===== src/rtl/size_limited_disjoint_set_union_defines.svh =====
// ----------------------------------------------------------------------------
// size_limited_disjoint_set_union_defines
// assertion macros shared by the disjoint-set engine
// ----------------------------------------------------------------------------
`ifndef SIZE_LIMITED_DISJOINT_SET_UNION_DEFINES_SVH
`define SIZE_LIMITED_DISJOINT_SET_UNION_DEFINES_SVH

// antecedent implies consequent in the same cycle
`define SLDSU_ASSERT_SAME(label, ante, cons, msg) \
    label: assert property (@(posedge clk) disable iff (!rst_n) (ante) |-> (cons)) \
        else $error(msg);

// antecedent implies consequent in the cycle after
`define SLDSU_ASSERT_NEXT(label, ante, cons, msg) \
    label: assert property (@(posedge clk) disable iff (!rst_n) (ante) |=> (cons)) \
        else $error(msg);

`endif


===== src/rtl/sldsu_pkg.sv =====
// ----------------------------------------------------------------------------
// sldsu_pkg
// shared types and codes of the disjoint-set engine
// ----------------------------------------------------------------------------
package sldsu_pkg;

    localparam logic [1:0] FUNC_QUERY   = 2'd0;
    localparam logic [1:0] FUNC_BOUNDED = 2'd1;
    localparam logic [1:0] FUNC_SMALL   = 2'd2;
    localparam logic [1:0] FUNC_PLAIN   = 2'd3;

    localparam logic [1:0] CFG_MAX_SET_SIZE = 2'd0;
    localparam logic [1:0] CFG_TARGET_SETS  = 2'd1;
    localparam logic [1:0] CFG_MIN_SET_SIZE = 2'd2;

    typedef struct packed {
        logic [1:0] func;
        logic [9:0] node_a;
        logic [9:0] node_b;
    } in_t;

    typedef struct packed {
        logic [9:0]  root_a;
        logic [9:0]  root_b;
        logic        same_set;
        logic        merged;
        logic [10:0] set_size;
        logic [10:0] set_count;
    } out_t;

    typedef enum logic [4:0] {
        OP_NONE,
        OP_CLEAR,
        OP_LOAD,
        OP_REDUCE,
        OP_START,
        OP_READ_CUR,
        OP_STEP,
        OP_SET_ROOT,
        OP_WRITE_COMP,
        OP_SAVE_ROOT,
        OP_READ_RA,
        OP_LATCH_A,
        OP_READ_RB,
        OP_LATCH_B,
        OP_DECIDE,
        OP_MERGE_LOSER,
        OP_MERGE_WINNER,
        OP_RESULT
    } dp_op_t;

    typedef struct packed {
        dp_op_t op;
        logic   sel_b;
    } dp_cmd_t;

    typedef struct packed {
        logic clear_last;
        logic reduced;
        logic at_root;
        logic cur_is_root;
        logic do_merge;
    } dp_status_t;

endpackage


===== src/rtl/sldsu_ctrl.sv =====
// ----------------------------------------------------------------------------
// sldsu_ctrl
// sequencer for clear pass, finds, merge and result transfer
// ----------------------------------------------------------------------------
module sldsu_ctrl (
    input  logic                  clk,
    input  logic                  rst_n,
    input  logic                  in_valid,
    output logic                  in_ready,
    output logic                  out_valid,
    input  logic                  out_ready,
    input  sldsu_pkg::dp_status_t status,
    output sldsu_pkg::dp_cmd_t    cmd
);
    import sldsu_pkg::*;

    typedef enum logic [4:0] {
        S_CLEAR,
        S_IDLE,
        S_REDUCE,
        S_F_RD,
        S_F_CHK,
        S_C_TEST,
        S_C_WR,
        S_NEXT,
        S_RD_A,
        S_LT_A,
        S_RD_B,
        S_LT_B,
        S_DECIDE,
        S_MERGE_L,
        S_MERGE_W,
        S_RESTART,
        S_RD_SIZE,
        S_OUT
    } state_t;

    state_t state_reg, state_next;
    logic   find_b_reg, find_b_next;
    logic   second_reg, second_next;
    logic   out_valid_reg, out_valid_next;

    always_comb
    begin
        state_next     = state_reg;
        find_b_next    = find_b_reg;
        second_next    = second_reg;
        out_valid_next = out_valid_reg && !out_ready;
        cmd.op         = OP_NONE;
        cmd.sel_b      = find_b_reg;
        case (state_reg)
            S_CLEAR:
            begin
                cmd.op = OP_CLEAR;
                if (status.clear_last)
                    state_next = S_IDLE;
            end
            S_IDLE:
            begin
                if (in_valid)
                begin
                    cmd.op      = OP_LOAD;
                    find_b_next = 1'b0;
                    second_next = 1'b0;
                    state_next  = S_REDUCE;
                end
            end
            S_REDUCE:
            begin
                if (status.reduced)
                begin
                    cmd.op     = OP_START;
                    cmd.sel_b  = 1'b0;
                    state_next = S_F_RD;
                end
                else
                    cmd.op = OP_REDUCE;
            end
            S_F_RD:
            begin
                cmd.op     = OP_READ_CUR;
                state_next = S_F_CHK;
            end
            S_F_CHK:
            begin
                if (status.at_root)
                begin
                    cmd.op     = OP_SET_ROOT;
                    state_next = S_C_TEST;
                end
                else
                begin
                    cmd.op     = OP_STEP;
                    state_next = S_F_RD;
                end
            end
            S_C_TEST:
            begin
                if (status.cur_is_root)
                begin
                    cmd.op     = OP_SAVE_ROOT;
                    state_next = S_NEXT;
                end
                else
                begin
                    cmd.op     = OP_READ_CUR;
                    state_next = S_C_WR;
                end
            end
            S_C_WR:
            begin
                cmd.op     = OP_WRITE_COMP;
                state_next = S_C_TEST;
            end
            S_NEXT:
            begin
                if (!find_b_reg)
                begin
                    cmd.op      = OP_START;
                    cmd.sel_b   = 1'b1;
                    find_b_next = 1'b1;
                    state_next  = S_F_RD;
                end
                else if (second_reg)
                    state_next = S_RD_SIZE;
                else
                    state_next = S_RD_A;
            end
            S_RD_A:
            begin
                cmd.op     = OP_READ_RA;
                state_next = S_LT_A;
            end
            S_LT_A:
            begin
                cmd.op     = OP_LATCH_A;
                state_next = S_RD_B;
            end
            S_RD_B:
            begin
                cmd.op     = OP_READ_RB;
                state_next = S_LT_B;
            end
            S_LT_B:
            begin
                cmd.op     = OP_LATCH_B;
                state_next = S_DECIDE;
            end
            S_DECIDE:
            begin
                cmd.op     = OP_DECIDE;
                state_next = status.do_merge ? S_MERGE_L : S_RD_SIZE;
            end
            S_MERGE_L:
            begin
                cmd.op     = OP_MERGE_LOSER;
                state_next = S_MERGE_W;
            end
            S_MERGE_W:
            begin
                cmd.op      = OP_MERGE_WINNER;
                second_next = 1'b1;
                find_b_next = 1'b0;
                state_next  = S_RESTART;
            end
            S_RESTART:
            begin
                cmd.op     = OP_START;
                cmd.sel_b  = 1'b0;
                state_next = S_F_RD;
            end
            S_RD_SIZE:
            begin
                cmd.op     = OP_READ_RA;
                state_next = S_OUT;
            end
            S_OUT:
            begin
                if (!out_valid_reg || out_ready)
                begin
                    cmd.op         = OP_RESULT;
                    out_valid_next = 1'b1;
                    state_next     = S_IDLE;
                end
            end
            default: state_next = S_IDLE;
        endcase
    end

    always_ff @(posedge clk or negedge rst_n)
    begin
        if (!rst_n)
        begin
            state_reg     <= S_CLEAR;
            find_b_reg    <= 1'b0;
            second_reg    <= 1'b0;
            out_valid_reg <= 1'b0;
        end
        else
        begin
            state_reg     <= state_next;
            find_b_reg    <= find_b_next;
            second_reg    <= second_next;
            out_valid_reg <= out_valid_next;
        end
    end

    assign in_ready  = state_reg == S_IDLE;
    assign out_valid = out_valid_reg;

endmodule


===== config.mk =====
export PLATFORM = sky130hd
export DESIGN_NAME = sldsu_ctrl
export DESIGN_NICKNAME = d
export VERILOG_FILES = /design/src/rtl/size_limited_disjoint_set_union_defines.svh /design/src/rtl/sldsu_pkg.sv /design/src/rtl/sldsu_ctrl.sv
export SDC_FILE = /design/constraint.sdc
export NUM_CORES = 1
export LEC_CHECK = 0
export ABC_AREA = 1
export BUFFER_PORTS_ARGS = -buffer_cell sky130_fd_sc_hd__buf_2
export CAP_MARGIN = 10
export CORE_MARGIN = 1
export CORE_UTILIZATION = 45
export CTS_CLUSTER_DIAMETER = 50
export DETAILED_ROUTE_END_ITERATION = 12
export GPL_ROUTABILITY_DRIVEN = 0
export PLACE_DENSITY = 0.69
export SYNTH_ARGS = -nofsm -noshare
export SYNTH_HDL_FRONTEND = slang
export SYNTH_SLANG_ARGS = --single-unit
export TNS_END_PERCENT = 50

===== constraint.sdc =====
create_clock -name clk -period 1.9 [get_ports clk]
set_input_delay 0.285 -clock clk [delete_from_list [all_inputs] [get_ports clk]]
set_output_delay 0.285 -clock clk [all_outputs]
set_load 0.02 [all_outputs]

==> results.yml <==
global_route:
  grt_pass1_wl_um: 3780
  grt-busiest-layer: "met2"
  gr-total-overflow: 0
  grt_max_degree: 9
  grt_antenna_before_repair: 0
  use_met1_pct: 35.2
  use_met2_pct: 42.4
  use_met3_pct: 7.50
  grt_usage_pct: 27.5
  grt_pass1_vias: 879
route:
  vias_per_cell: 6.10
  dr_total_vias: 1085
  wl_per_cell_um: 15.0
  postRouteAntennaNets: 0
  drt_drc_violations_left: 3
  routed_wl_um: 2680
  dr.first_iter.drc_count: 72
  first_pass_iters: 8
layout:
  finalNetCount: 173
  final_cell_mix: "31 x nand2_1, 19 x nor2_1, 15 x inv_1, 13 x buf_2, 13 x buf_4"
  utilization_pct: 69.3
  final_common_cell: "nand2_1"
  n_fill_cell: 122
  largest_reg_flops: 5
  area_growth_pct: 38.0
  multi_input_area_um2: 589
  layoutNonFillerInstCount: 178
  diodes: 0
  seqCellArea_um2: 206
  drive_above_1_share_pct: 38.3
clock_tree:
  cts_num_sinks: 8
  cts_buffers: 3
  clk_transition_reported_paths_ns: 0.05
  cts_tree: "built"
  clockBufferDepth: 2
  clkLatencyLatePin_ns: 0.26
  cts-root-buf: "clkbuf_4"
  ctsHtreeMaxLevel: 1
timing:
  hold_violations: 0
  worst_pin_slew_ns: 0.280
  drv_slew: 0
  max_freq_mhz: 530
  finalCritPeriodShare_pct: 99.3
  period_minus_slack_ns: 1.89
  skew_ns: 0.0103
  rsz0062_at_grt: "yes"
  setup_slack_ns: 0.0124
  timing.setup.tns_ns: 0
  max_slew_margin_pct: 81.0
  setup_viol_count_final: 0
worst_hold_path:
  hold_start: "out_ready"
  hp-class: "in -> reg"
setup_path:
  reg2reg_from: "state_reg[4]$_DFFE_PN0P_"
  crit_family: "simple AND/OR/NAND/NOR gates"
  critical_path_class: "reg -> out"
  required_ns: 1.62
  critPathMaxFanout: 5
  crit_chain: "nor2_2 -> buf_4 -> nand3_1 -> nand3_1 -> nor2_1 -> nand2_1 -> buf_2"
  worstSetupStartpointType: "flip-flop"
  crit_buf_inv: 2
  arrival_ns: 1.60
  cpMaxStageDelayCell: "dfrtp_2"
  crit_start: "state_reg[1]$_DFFE_PN0P_"
  crit_path_end_kind: "primary output"
  slowest_delay_ns: 0.46
  cpMostUsedCell: "nand3_1"
die:
  die_area_mm2: 0.00191
  start_util_pct: 50.2
  die_w_um: 43.7
  core_mm2: 0.00156
  fp-row-count: 14
  die_h_um: 43.7
  ios: 17
placement:
  dp_hpwl_um: 1780
  dp.cells: 166
  preCtsSetupSlack_ns: 0.140
  port_buffers: 16
power:
  p_leak_nw: 0.626
  power_mw: 1.77
  power_density_mw_per_mm2: 1640
  vdd_ir_drop_max_mv: 1.10
status:
  status: "finished with violations"
  violations: "design-rule violations"
logic_synthesis:
  synth.largest_area_cell: "dfrtp_1"
  ys_seq_elements: 8
  syn_inst: 133
  synth_top_area_share_pct: 25.6
  syn_area_um2: 783
  synthTopCellsByArea: "dfrtp_1 26%, nand2_1 18%, nor2_1 12%"
  synth_seq_area_share_pct: 25.6
  syn-num-nets: 142
  synth.distinct_cells: 20
  syn_avg_cell_area_um2: 5.89
  ys.warnings.count: 0
job:
  maxCapViolCount: 0
[where the power goes]
| group | internal, mW | switching (mW) |
|---|---|---|
| combinational | 0.482 | 0.824 |
| clock | 0.0720 | 0.0534 |
| sequential | 0.241 | 0.0961 |
| total | 0.796 | 0.974 |
[kinds of logic after synthesis]
family / after synthesis / share of synthesized area (%)
and+or+nand+nor: 94 / 54.2
DFF: 8 / 25.6
AOI/OAI and AO/OA: 12 / 9.90
buffers and inverters: 19 / 10.4
[area by class of cell]
cell class / count / area share, %
repair buffers: 27 / 16.0
well taps: 16 / 1.85
flip-flops and latches: 8 / 19.1
inverters: 18 / 6.48
clock buffers: 3 / 2.08
multi-input cells: 106 / 54.5
[cell usage after synthesis]
library cell / count
o21ai_0: 6
nor3b_1: 1
dfrtp_1: 8
o311ai_1: 1
nor2_2: 2
nor2_1: 24
nor3_1: 4
nand4_1: 5
buf_6: 1
inv_1: 17
nor2_4: 2
nor4_1: 1
a21oi_1: 1
nand2_1: 38
nor3_2: 1
a21boi_0: 1
inv_4: 1
o2111ai_1: 3
nand3_1: 15
nand2_2: 1
[layer usage]
layer	share of wire (%)	wire length [um]
met4	2.2	58
met2	50	1330
met1	38	1010
met3	10	276
met5	0	0
[worst reg2reg max path, delay by kind of cell (launching register included)]
family	cells	cell delay, ns
and+or+nand+nor	9	0.87
buffers and inverters	1	0.09
DFF	1	0.43
[stage by stage]
step | hold WS (ns) | instance area, um2
3_5_place_dp | 0.131 | 887
6_report | 0.243 | 1080
2_1_floorplan | -0.0106 | 783
4_1_cts | 0.240 | 940
3_3_place_gp | 0.129 | 887
5_1_grt | 0.244 | 1080
[final timing paths]
path	end	slack, ns	cells after the start
worst min-delay path	out_valid$_DFF_PN0_	0.24	2
worst min register to register	state_reg[3]$_DFFE_PN0P_	0.55	1
worst max register to register	state_reg[0]$_DFFE_PN0P_	0.37	10
max in group asynchronous	state_reg[3]$_DFFE_PN0P_	1.32	2
min in group asynchronous	state_reg[2]$_DFFE_PN0P_	0.39	2
worst max-delay path	cmd[2]	0.01	7
[timing repair]
action / 4_1_cts / 5_1_grt
resized for setup: 4 / 31
buffers inserted: 2 / 6
setup endpoints to repair: 4 / 5
hold buffers: 1 / 0
pin swaps: 0 / 4
hold endpoints to repair: 8 / 0
No activity file was read; power rests on OpenSTA's default activity.
